`src/sv/assert_macros.svh`:
```
// ----------------------------------------------------------------------------
// Assertion macros shared by the encoder RTL
// Clocked on aclk, with checks switched off while aresetn is low.
// ----------------------------------------------------------------------------
`ifndef ASSERT_MACROS_SVH
`define ASSERT_MACROS_SVH

// Same-cycle implication: when ante holds, cons must hold
`define ASSERT_IMPL(label, ante, cons, msg) \
    label: assert property (@(posedge aclk) disable iff (!aresetn) (ante) |-> (cons)) \
        else $error(msg);

// Next-cycle implication: when ante holds, cons must hold in the next cycle
`define ASSERT_NEXT(label, ante, cons, msg) \
    label: assert property (@(posedge aclk) disable iff (!aresetn) (ante) |=> (cons)) \
        else $error(msg);

`endif

```
`src/sv/rspe_pkg.sv`:
```
// ----------------------------------------------------------------------------
// rspe_pkg
// Constants, types and GF(256) arithmetic for the Reed-Solomon parity encoder.
// ----------------------------------------------------------------------------
`timescale 1ns / 1ps

package rspe_pkg;

    localparam int MAX_PARITY = 32;
    localparam int BYTE_W     = 8;
    localparam int CNT_W      = 6;
    localparam int IDX_W      = $clog2(MAX_PARITY);

    // x^8 + x^4 + x^3 + x^2 + 1
    localparam logic [BYTE_W:0]   FIELD_POLY  = 9'h11D;
    localparam logic [CNT_W-1:0]  COUNT_RESET = 6'd7;

    // Register map (index into the register list)
    localparam logic REG_PARITY_COUNT = 1'b0;

    typedef logic [MAX_PARITY:0][BYTE_W-1:0]   coef_arr_t;
    typedef logic [MAX_PARITY-1:0][BYTE_W-1:0] par_arr_t;

    // Control from the top level to the parity register
    typedef struct packed {
        logic clear;   // drop all parity, start a new message
        logic step;    // shift one data byte into the LFSR
        logic shift;   // move the parity out by one byte
    } lfsr_ctl_t;

    // Multiply by alpha
    function automatic logic [BYTE_W-1:0] gf_times_two(input logic [BYTE_W-1:0] a);
        gf_times_two = {a[BYTE_W-2:0], 1'b0} ^ (a[BYTE_W-1] ? FIELD_POLY[BYTE_W-1:0]
                                                           : {BYTE_W{1'b0}});
    endfunction

    // Full GF(256) product, shift-and-add over the 8 bits of b
    function automatic logic [BYTE_W-1:0] gf_mul(input logic [BYTE_W-1:0] a,
                                                 input logic [BYTE_W-1:0] b);
        logic [BYTE_W-1:0] acc;
        logic [BYTE_W-1:0] sh;
        acc = '0;
        sh  = a;
        for (int k = 0; k < BYTE_W; k++) begin
            if (b[k]) begin
                acc = acc ^ sh;
            end
            sh = gf_times_two(sh);
        end
        gf_mul = acc;
    endfunction

    // Clamp the register value into 1..MAX_PARITY
    function automatic logic [CNT_W-1:0] eff_count(input logic [CNT_W-1:0] c);
        if (c == '0) begin
            eff_count = CNT_W'(1);
        end else if (c > CNT_W'(MAX_PARITY)) begin
            eff_count = CNT_W'(MAX_PARITY);
        end else begin
            eff_count = c;
        end
    endfunction

endpackage

```
`src/sv/rspe_lfsr.sv`:
```
// ----------------------------------------------------------------------------
// rspe_lfsr
// Parity register: takes one data byte per cycle while ctl.step is set, then shifts the parity out.
// ----------------------------------------------------------------------------
`timescale 1ns / 1ps

module rspe_lfsr (
    input  logic                         aclk,
    input  logic                         aresetn,
    input  rspe_pkg::lfsr_ctl_t          ctl,
    input  logic [rspe_pkg::BYTE_W-1:0]  data_in,
    input  rspe_pkg::coef_arr_t          coefs,
    output logic [rspe_pkg::BYTE_W-1:0]  head
);

    rspe_pkg::par_arr_t           par_reg;
    rspe_pkg::par_arr_t           step_next;
    rspe_pkg::par_arr_t           shift_next;
    logic [rspe_pkg::BYTE_W-1:0]  factor;

    assign factor = data_in ^ par_reg[0];

    // Taps beyond the degree have zero coefficients, so one formula fits all
    always_comb begin
        for (int j = 0; j < rspe_pkg::MAX_PARITY; j++) begin
            if (j + 1 < rspe_pkg::MAX_PARITY) begin
                step_next[j]  = par_reg[j+1] ^ rspe_pkg::gf_mul(coefs[j+1], factor);
                shift_next[j] = par_reg[j+1];
            end else begin
                step_next[j]  = rspe_pkg::gf_mul(coefs[j+1], factor);
                shift_next[j] = '0;
            end
        end
    end

    // Shifting out all n bytes leaves the register zero for the next message
    always_ff @(posedge aclk) begin
        if (!aresetn || ctl.clear) begin
            par_reg <= '0;
        end else if (ctl.step) begin
            par_reg <= step_next;
        end else if (ctl.shift) begin
            par_reg <= shift_next;
        end
    end

    assign head = par_reg[0];

endmodule

```
`config.mk`:
```
export PLATFORM = sky130hd
export DESIGN_NAME = rspe_lfsr
export DESIGN_NICKNAME = d
export VERILOG_FILES = /design/src/sv/assert_macros.svh /design/src/sv/rspe_pkg.sv /design/src/sv/rspe_lfsr.sv
export SDC_FILE = /design/constraint.sdc
export NUM_CORES = 2
export LEC_CHECK = 0
export BUFFER_PORTS_ARGS = -buffer_cell sky130_fd_sc_hd__buf_2
export CORE_MARGIN = 4
export CORE_UTILIZATION = 45
export CTS_BUF_LIST = sky130_fd_sc_hd__clkbuf_2 sky130_fd_sc_hd__clkbuf_4 sky130_fd_sc_hd__clkbuf_8
export DETAILED_ROUTE_END_ITERATION = 8
export PLACE_DENSITY = 0.62
export SYNTH_ARGS = -nofsm -noshare
export SYNTH_HDL_FRONTEND = slang
export SYNTH_SLANG_ARGS = --single-unit
```
`constraint.sdc`:
```
create_clock -name aclk -period 5.4 [get_ports aclk]
set_input_delay 0.81 -clock aclk [delete_from_list [all_inputs] [get_ports aclk]]
set_output_delay 0.81 -clock aclk [all_outputs]
set_load 0.1 [all_outputs]
```
==> summary.md <==
| Metric | Value |
|---|---|
| DP Worst Slack | `1.31 ns` |
| Final WS setup | `1.32 ns` |
| Mapped Cells | `7273` |
| Synth Register Bits | `256` |
| Final core utilization | `47.7%` |
| Clock Tree Buf Depth | `3` |
| Initial antenna violation count | `62` |
| Clock latency on the worst-skew pair | `0.65 ns` |
| Net Count, Synth | `7550` |
| Core Area | `0.117 sq mm` |
| Pwr Total | `30.4 mW` |
| Crit share post-route | `75.5%` |
| Leak | `22.3 nW` |
| Slew Limit Headroom | `4.99%` |
| Die X | `352 um` |
| Crit Path Class | `reg -> reg` |
| VDD IR-drop max | `0.337 mV` |
| Placed insts | `8424` |
| Clock buffer count from CTS | `49` |
| Initial drt markers | `6060` |
| Worst Tran Pin Value | `1.42 ns` |
| Status | `completed` |
| DR pass1 iterations | `9` |
| Register area share after synthesis | `9.62%` |
| TNS Setup | `0 ns` |
| Layout area overhead | `4.56%` |
| Final hold vios | `0` |
| Worst-path clk slew | `0.06 ns` |
| Largest net degree at the start of global routing | `161` |
| Routed WL per cell | `25.7 um` |
| Post-synth EDFFs | `0` |
| Worst min-delay path category | `reg -> reg` |
| Startpoint Class | `flop` |
| Worst EP arrival | `4.63 ns` |
| Post-synth ARST share | `0%` |
| Synthesized area | `0.0533 sq mm` |
| Final Non-Filler Cells | `8550` |
| Final ANT Viol Nets | `0` |
| Dpl cell area | `0.0546 sq mm` |
| Area leader, netlist | `xnor2_1` |
| Achievable frequency | `0.245 GHz` |
| Vias in the first global route | `49300` |
| GP Congestion | `0.925` |
| Fin crit period | `4.08 ns` |
| First-pass GRT wire length | `322000 um` |
| Ys Warns | `0` |
| Max_cap viols | `0` |
| HPWL after detailed placement | `149000 um` |
| DR vias/cell | `6.23` |
| Setup crit end kind | `flop` |
| CTS Root Buffer Type | `clkbuf_8` |
| Fillers | `11600` |
| Synth top area cells | `xnor2_1 (22%), xnor3_1 (12%), dfxtp_1 (9.6%)` |
| Number of flip-flops in the largest register | `248` |
| Num rows | `125` |
| Hold_buf cts | `0` |
| Die height | `352 um` |
| Initial Util | `45.6%` |
| Sequential cell area | `0.00512 sq mm` |
| Worst-path maximum fanout | `13` |
| Postcts setup bufs | `0` |
| Final nets | `7228` |
| Wirelength, routed | `220000 um` |
| DRC Markers | `0` |
| Buffers on Ports | `276` |
| Area occupied by multi-input gates | `0.0442 sq mm` |
| Final hold slack | `0.451 ns` |
| Layout cells sized above 1 | `8.27%` |
| Synth top area share | `22.0%` |
| CTS tree | `built` |
| # resized after CTS | `0` |
| Syn Area/Cell | `7.33 sq um` |
| Tot GR Track Use | `33.5%` |
| Gr ovfl total | `0` |
| Final clock skew | `0.0236 ns` |
| Die ar. | `0.124 sq mm` |
| Number of top-level pins | `285` |
| Post-route design area | `0.0557 sq mm` |
| Vias | `53300` |
| Worst endpoint required time | `5.96 ns` |
| RSZ-0062 raised after global routing | `no` |
| Synth unique cells | `77` |
| Main synth FF type | `dfxtp_1` |
| Pwr dens | `546 mW/mm^2` |
| H-tree levels | `2` |
| Number of clock sinks | `256` |
| Final setup fails | `0` |
| Slew Viols, Final | `0` |
[power by group]
group	total [mW]	leakage, nW	switching, mW	internal, mW
clock	2.09	0.510	0.963	1.13
sequential	3.14	2.09	0.729	2.41
combinational	25.2	19.7	14.4	10.7
total	30.4	22.3	16.1	14.3
[logic make-up (layout without fill, tap and decap cells)]
kind of cell    Yosys count  in the layout  synth area share [%]
other cells               0             48                     0
xor+xnor               2018           2018                  41.4
simple gates           2334           2334                  18.4
flops                   256            256                  9.62
mux                      87             87                  1.69
compound gates         1651           1651                  21.0
buf+inv                 927            632                  7.94
[Yosys cell counts (48+ instances only)]
master	n
xnor2_1	1340
nand2_1	982
nor2_1	902
o21ai_0	407
clkbuf_1	371
xor2_1	354
xnor3_1	295
buf_2	276
a21oi_1	272
dfxtp_1	256
a22oi_1	144
inv_1	132
nor3_1	114
a32oi_1	99
a211oi_1	90
o22ai_1	76
a22o_1	74
and3_1	73
mux2i_1	66
o211ai_1	61
buf_1	59
buf_4	53
o31a_1	53
a31oi_1	51
nand2b_1	49
nand3b_1	48
[worst max-delay path: stages (launching register included)]
cell and delay, ns:
dfxtp_1 0.77, xor2_4 0.37, nor2_4 0.91, buf_4 0.52, a221oi_1 0.08, o21ai_0 0.10
xnor3_1 0.43, xnor2_1 0.26, mux2_1 0.35, a21oi_1 0.15
[layer usage]
metal	part of all wire, %	GRT usage, %	up-vias	routed length [um]
met5	0.11	0	-	249
met4	8.4	24.5	34	18600
met3	9.9	7.03	700	21900
met2	44	51.8	2804	95700
met1	38	41.4	25700	83400
li1	-	-	24100	-
[layout make-up]
class,count,share of cell area (%)
Multi-Input combinational cell,6090,79.4
Sequential cell,256,9.20
Timing Repair Buffer,413,5.06
Tap cell,1524,3.42
Clock buffer,64,1.48
Inverter,141,0.959
Clock inverter,14,0.290
Antenna cell,48,0.216
[path summary, 6_finish.rpt]
path	start	end	cells past startpoint	slack [ns]
worst min register to register	par_reg[219]	par_reg[211]	2	0.45
worst max-delay path	head[2]	par_reg[50]	9	1.32
worst max register to register	head[2]	par_reg[50]	9	1.32
worst min-delay path	par_reg[219]	par_reg[211]	2	0.45
[cells in the final DEF (no fill, tap or decap), types with 17 or more instances in the layout]
cell type | Yosys | routed
a22oi_1 | 144 | 144
a221oi_1 | 41 | 41
clkbuf_8 | 0 | 55
a21oi_1 | 272 | 272
o211a_1 | 31 | 31
nand2_1 | 982 | 979
buf_12 | 1 | 32
xnor3_1 | 295 | 295
inv_1 | 132 | 132
o21ai_0 | 407 | 407
dfxtp_1 | 256 | 256
nand3_1 | 41 | 41
mux2i_1 | 66 | 66
a22o_1 | 74 | 74
and3_1 | 73 | 73
a21o_1 | 17 | 17
nor2b_1 | 26 | 24
nor3_1 | 114 | 114
a2bb2oi_1 | 18 | 18
o221ai_1 | 34 | 34
nor4_1 | 17 | 17
nand4_1 | 23 | 23
diode_2 | 0 | 48
buf_2 | 276 | 275
o22ai_1 | 76 | 76
a31oi_1 | 51 | 51
nand3b_1 | 48 | 48
xor2_1 | 354 | 349
o31a_1 | 53 | 53
buf_4 | 53 | 105
o21ai_1 | 28 | 28
a211oi_1 | 90 | 90
o211ai_1 | 61 | 61
a211o_1 | 41 | 41
or3_1 | 30 | 30
xnor2_1 | 1340 | 1340
nand2b_1 | 49 | 48
a32oi_1 | 99 | 99
nor2_1 | 902 | 894
(Power assumes the default switching activity.)
