**config.mk**
```make
export PLATFORM = sky130hd
export DESIGN_NAME = rspe_gen
export DESIGN_NICKNAME = d
export VERILOG_FILES = /design/src/sv/assert_macros.svh /design/src/sv/rspe_pkg.sv /design/src/sv/rspe_gen.sv
export SDC_FILE = /design/constraint.sdc
export NUM_CORES = 2
export LEC_CHECK = 0
export BUFFER_PORTS_ARGS = -buffer_cell sky130_fd_sc_hd__buf_4
export CORE_ASPECT_RATIO = 0.75
export CORE_UTILIZATION = 59
export CTS_BUF_LIST = sky130_fd_sc_hd__clkbuf_2
export DETAILED_ROUTE_END_ITERATION = 8
export HOLD_SLACK_MARGIN = 0.15
export PLACE_DENSITY = 0.8
export SYNTH_ARGS = -nofsm -noshare
export SYNTH_HDL_FRONTEND = slang
export SYNTH_SLANG_ARGS = --single-unit
export TNS_END_PERCENT = 1
```
**constraint.sdc**
```tcl
create_clock -name aclk -period 2.25 [get_ports aclk]
set_input_delay 0.225 -clock aclk [delete_from_list [all_inputs] [get_ports aclk]]
set_output_delay 0.225 -clock aclk [all_outputs]
set_load 0.01 [all_outputs]
```
**src/sv/assert_macros.svh**
```systemverilog
// ----------------------------------------------------------------------------
// Assertion macros shared by the encoder RTL
// Clocked on aclk, with checks switched off while aresetn is low.
// ----------------------------------------------------------------------------
`ifndef ASSERT_MACROS_SVH
`define ASSERT_MACROS_SVH

// Same-cycle implication: when ante holds, cons must hold
`define ASSERT_IMPL(label, ante, cons, msg) \
    label: assert property (@(posedge aclk) disable iff (!aresetn) (ante) |-> (cons)) \
        else $error(msg);

// Next-cycle implication: when ante holds, cons must hold in the next cycle
`define ASSERT_NEXT(label, ante, cons, msg) \
    label: assert property (@(posedge aclk) disable iff (!aresetn) (ante) |=> (cons)) \
        else $error(msg);

`endif

```
**src/sv/rspe_pkg.sv**
```systemverilog
// ----------------------------------------------------------------------------
// rspe_pkg
// Constants, types and GF(256) arithmetic for the Reed-Solomon parity encoder.
// ----------------------------------------------------------------------------
`timescale 1ns / 1ps

package rspe_pkg;

    localparam int MAX_PARITY = 32;
    localparam int BYTE_W     = 8;
    localparam int CNT_W      = 6;
    localparam int IDX_W      = $clog2(MAX_PARITY);

    // x^8 + x^4 + x^3 + x^2 + 1
    localparam logic [BYTE_W:0]   FIELD_POLY  = 9'h11D;
    localparam logic [CNT_W-1:0]  COUNT_RESET = 6'd7;

    // Register map (index into the register list)
    localparam logic REG_PARITY_COUNT = 1'b0;

    typedef logic [MAX_PARITY:0][BYTE_W-1:0]   coef_arr_t;
    typedef logic [MAX_PARITY-1:0][BYTE_W-1:0] par_arr_t;

    // Control from the top level to the parity register
    typedef struct packed {
        logic clear;   // drop all parity, start a new message
        logic step;    // shift one data byte into the LFSR
        logic shift;   // move the parity out by one byte
    } lfsr_ctl_t;

    // Multiply by alpha
    function automatic logic [BYTE_W-1:0] gf_times_two(input logic [BYTE_W-1:0] a);
        gf_times_two = {a[BYTE_W-2:0], 1'b0} ^ (a[BYTE_W-1] ? FIELD_POLY[BYTE_W-1:0]
                                                           : {BYTE_W{1'b0}});
    endfunction

    // Full GF(256) product, shift-and-add over the 8 bits of b
    function automatic logic [BYTE_W-1:0] gf_mul(input logic [BYTE_W-1:0] a,
                                                 input logic [BYTE_W-1:0] b);
        logic [BYTE_W-1:0] acc;
        logic [BYTE_W-1:0] sh;
        acc = '0;
        sh  = a;
        for (int k = 0; k < BYTE_W; k++) begin
            if (b[k]) begin
                acc = acc ^ sh;
            end
            sh = gf_times_two(sh);
        end
        gf_mul = acc;
    endfunction

    // Clamp the register value into 1..MAX_PARITY
    function automatic logic [CNT_W-1:0] eff_count(input logic [CNT_W-1:0] c);
        if (c == '0) begin
            eff_count = CNT_W'(1);
        end else if (c > CNT_W'(MAX_PARITY)) begin
            eff_count = CNT_W'(MAX_PARITY);
        end else begin
            eff_count = c;
        end
    endfunction

endpackage

```
**src/sv/rspe_gen.sv**
```systemverilog
// ----------------------------------------------------------------------------
// rspe_gen
// Derives the generator polynomial, one root (alpha^i) per clock cycle.
// ----------------------------------------------------------------------------
`timescale 1ns / 1ps

module rspe_gen (
    input  logic                        aclk,
    input  logic                        aresetn,
    input  logic                        start,
    input  logic [rspe_pkg::CNT_W-1:0]  count,
    output rspe_pkg::coef_arr_t         coefs,
    output logic                        busy
);

    rspe_pkg::coef_arr_t               coef_reg;
    rspe_pkg::coef_arr_t               coef_next;
    logic [rspe_pkg::BYTE_W-1:0]       root_reg;
    logic [rspe_pkg::CNT_W-1:0]        step_reg;
    logic                              busy_reg;

    // Multiply the polynomial by (x + root): all taps from the old values
    always_comb begin
        coef_next[0] = coef_reg[0];
        for (int j = 1; j <= rspe_pkg::MAX_PARITY; j++) begin
            coef_next[j] = coef_reg[j] ^ rspe_pkg::gf_mul(coef_reg[j-1], root_reg);
        end
    end

    // Restart on reset or a new count, then run count steps
    always_ff @(posedge aclk) begin
        if (!aresetn || start) begin
            // Leading coefficient 1, all others zero
            coef_reg    <= rspe_pkg::coef_arr_t'(1);
            root_reg    <= rspe_pkg::BYTE_W'(1);
            step_reg    <= '0;
            busy_reg    <= 1'b1;
        end else if (busy_reg) begin
            coef_reg <= coef_next;
            root_reg <= rspe_pkg::gf_times_two(root_reg);
            step_reg <= step_reg + 1'b1;
            if (step_reg == count - 1'b1) begin
                busy_reg <= 1'b0;
            end
        end
    end

    assign coefs = coef_reg;
    assign busy  = busy_reg;

endmodule

```
==> impl_metrics.tcl <==
set metrics [dict create \
    synthDistinctLibCells 61 \
    final_cell_mix "1,936 x nand2_1, 1,419 x xnor2_1, 882 x buf_4" \
    synth_xor_area_share_pct 51.8 \
    cts_buffers 83 \
    leakage_nw 23.7 \
    synth_enable_flop_cells 0 \
    seq_area_frac_synth_pct 11.6 \
    layout_min_cycle_time_ps 2400 \
    die_y_microns 246 \
    drc 4 \
    slew_viol_final 0 \
    fin_tns_setup_ps -3980 \
    multi_input_area_sq_um 39600 \
    crit_slowest_cell "xnor3_1" \
    root_buffer "clkbuf_2" \
    power.density_nw_per_um2 178 \
    final_common_cell "nand2_1" \
    setup_violations 84 \
    clkSinkCount 271 \
    ys_async_sr_fraction_pct 0 \
    die_w_microns 327 \
    outcome "finished, violations left" \
    tightest_slew_ps 816 \
    dp_hpwl_microns 111000 \
    rsz0062_at_grt "true" \
    worst_path_largest_cell_delay_ps 470 \
    synthAdderAreaFrac_pct 0.0801 \
    combinationalPowerShare_pct 11.0 \
    track_usage_pct 38.7 \
    drtIter0Drc 6614 \
    synth.mux.area_fraction_pct 0.921 \
    max_freq_ghz 0.416 \
    path_cells "buf_6, xnor2_2, xnor2_2, nand2_1, xnor2_1, xnor3_1, xnor2_2, buf_4, a31o_2" \
    gp_congestion 0.967 \
    vias_per_cell 5.92 \
    cts_tree "yes" \
    clk_pin_slew_ps 130 \
    cp-start-kind "register" \
    end_kind "register" \
    ir_worst_vdd_mv 0.314 \
    sequentialPowerShare_pct 45.6 \
    portBuffers 265 \
    area_growth_pct 24.7 \
    fin_skew_ps 121 \
    post-route-period-util_pct 107 \
    worst_ep_required_time_ps 3330 \
    first_pass_iters 9 \
    finish.instance_area_sq_um 58500 \
    internal-power_mw 6.77 \
    synthCells 6507 \
    ys_ff_latch 271 \
    regArea_sq_um 5810 \
    critPathKind "reg -> reg" \
    wirelength_microns 170000 \
    grt_overflow 0 \
    ys_warn_count 0 \
    vias 48700 \
    maxSlewHeadroom_pct 45.6 \
    floorplan.initialDensity_pct 59.6 \
    power.share.clock_pct 43.4 \
    worstPathArrival_ps 3490 \
    post_drt_wl_per_cell_microns 20.7 \
    synth-compound-area-share_pct 8.72 \
    pre_cts_slack_ps -169 \
    nNetsFinal 7123 \
    synth_top_family_by_area "XOR/XNOR gates" \
    grt_pass1_wl_microns 250000 \
    hold_viol_final 0 \
    hold_class "in -> reg" \
    setup_slack_ps -155 \
    layout-drive-gt1-share_pct 23.3 \
    maxCapViolCount 0 \
    switching_share_pct 35.0 \
    synth-simple-area-share_pct 20.4 \
    cts_max_path_buffers 3 \
    holdWs_ps 284 \
    num-fill-cells 5541 \
    io_pins 274 \
    post_dp_cell_area_sq_um 54600 \
    syn_area_per_cell_sq_um 7.20 \
    dieArea_sq_um 80600 \
    grt_pass1_vias 45800 \
    insertion_delay_ps 1300 \
    p_switching_mw 3.64 \
    synth_ff_type "dfxtp_1" \
    utilization_pct 74.4 \
    crit_path_max_fanout 13 \
    path_common_cell "xnor2_2" \
    ant_nets 0 \
    cts-htree-levels 3 \
    largest_reg_flops 256 \
    r2r_slack_ps -150 \
    core.rowCount 89 \
    grt_max_degree 130 \
    syn_area_sq_um 46900 \
    violations "design-rule violations, negative setup slack" \
    core_area_sq_um 78600 \
    grt_antenna_before_repair 4 \
]
## critical path, delay by kind of cell (launching register included)
| kind | cells | cell delay [ps] |
|---|---|---|
| xor+xnor | 5 | 1250 |
| flops | 1 | 360 |
| buf+inv | 2 | 300 |
| compound gates | 1 | 220 |
| simple gates | 1 | 110 |
## final cells by class
cell class,instances,area share [%]
Antenna cell,3,0.0128
Sequential cell,271,9.94
Clock inverter,27,0.276
Clock buffer,118,1.01
Inverter,51,0.334
Timing Repair Buffer,1150,18.4
Tap cell,1046,2.24
Multi-Input combinational cell,5554,67.8
## synthesized netlist by cell type (7+ instances only)
| cell type | count | area, sq um |
|---|---|---|
| and2_1 | 11 | 68.8 |
| o221a_2 | 8 | 90.1 |
| nor2b_1 | 8 | 50.1 |
| xor2_2 | 10 | 163 |
| o22ai_1 | 41 | 257 |
| a221o_1 | 16 | 160 |
| buf_1 | 104 | 390 |
| nand3_1 | 32 | 160 |
| o21ai_0 | 162 | 811 |
| xnor2_1 | 1497 | 13100 |
| nor2_1 | 392 | 1470 |
| a31o_2 | 20 | 175 |
| o22a_1 | 16 | 140 |
| o2bb2ai_1 | 7 | 61.3 |
| a221oi_1 | 9 | 78.8 |
| o211ai_1 | 18 | 135 |
| a31oi_1 | 7 | 43.8 |
| dfxtp_1 | 271 | 5430 |
| xnor3_1 | 176 | 3960 |
| a211oi_1 | 41 | 308 |
| xor2_1 | 680 | 5960 |
| clkbuf_1 | 224 | 841 |
| or2_2 | 8 | 50.1 |
| a21oi_1 | 131 | 656 |
| inv_1 | 48 | 180 |
| nand2b_1 | 42 | 263 |
| a22oi_1 | 81 | 608 |
| nand2_1 | 1940 | 7280 |
| a22o_1 | 13 | 114 |
| mux2i_1 | 42 | 420 |
| a21o_1 | 9 | 67.6 |
| o221ai_1 | 16 | 140 |
| xor3_1 | 40 | 951 |
| a2bb2oi_1 | 7 | 61.3 |
| buf_2 | 283 | 1420 |
| buf_4 | 23 | 173 |
## final timing paths
check | start | to | depth (start not counted)
worst max register to register | coefs[196] | coefs[204] | 9
worst min-delay path | aresetn | coefs[115] | 6
worst max-delay path | coefs[196] | coefs[204] | 9
worst min register to register | coefs[259] | coefs[259] | 2
## metrics by stage
stage / std cells / power, mW
CTS: 8178 / 10.2
global route: 8220 / 10.7
global placement: 8010 / 5.84
finish: 8220 / 10.4
detailed placement: 8010 / 5.85
floorplan: 6513 / 5.43
## what timing repair did
item | in CTS | in global routing
endpoints found under the hold margin | 271 | 0
gates cloned | 0 | 14
pin swaps | 19 | 127
setup endpoints to repair | 269 | 245
setup buffers | 3 | 26
resized for setup | 333 | 280
hold buffers | 20 | 0
## power by group through the flow
stage / logic [mW] / clock network (mW) / registers (mW)
5_1_grt: 1.16 / 4.74 / 4.75
3_5_place_dp: 0.924 / 0 / 4.93
3_3_place_gp: 0.911 / 0 / 4.93
6_report: 1.14 / 4.51 / 4.75
4_1_cts: 0.975 / 4.49 / 4.76
2_1_floorplan: 0.503 / 0 / 4.92
## metal layers
layer / part of all wire (%) / GRT usage [%] / vias up / wire length (microns)
met5: 0.0077 / 0 / - / 13
met4: 5.3 / 18.0 / 2 / 9050
met3: 14 / 8.70 / 745 / 23700
met2: 43 / 60.0 / 3522 / 73000
met1: 38 / 50.8 / 22800 / 64100
li1: - / - / 21600 / -
## cells by family (layout without fill, tap and decap cells)
family / after synthesis / after routing
AO/OA/AOI/OAI: 624 / 624
multiplexers: 43 / 43
other: 2 / 11
flip-flops: 271 / 271
buffers and inverters: 688 / 1346
adder cells (fa/ha/maj): 3 / 3
XOR/XNOR: 2409 / 2409
AND/OR/NAND/NOR: 2467 / 2467
No activity file was read; power rests on OpenSTA's default activity.
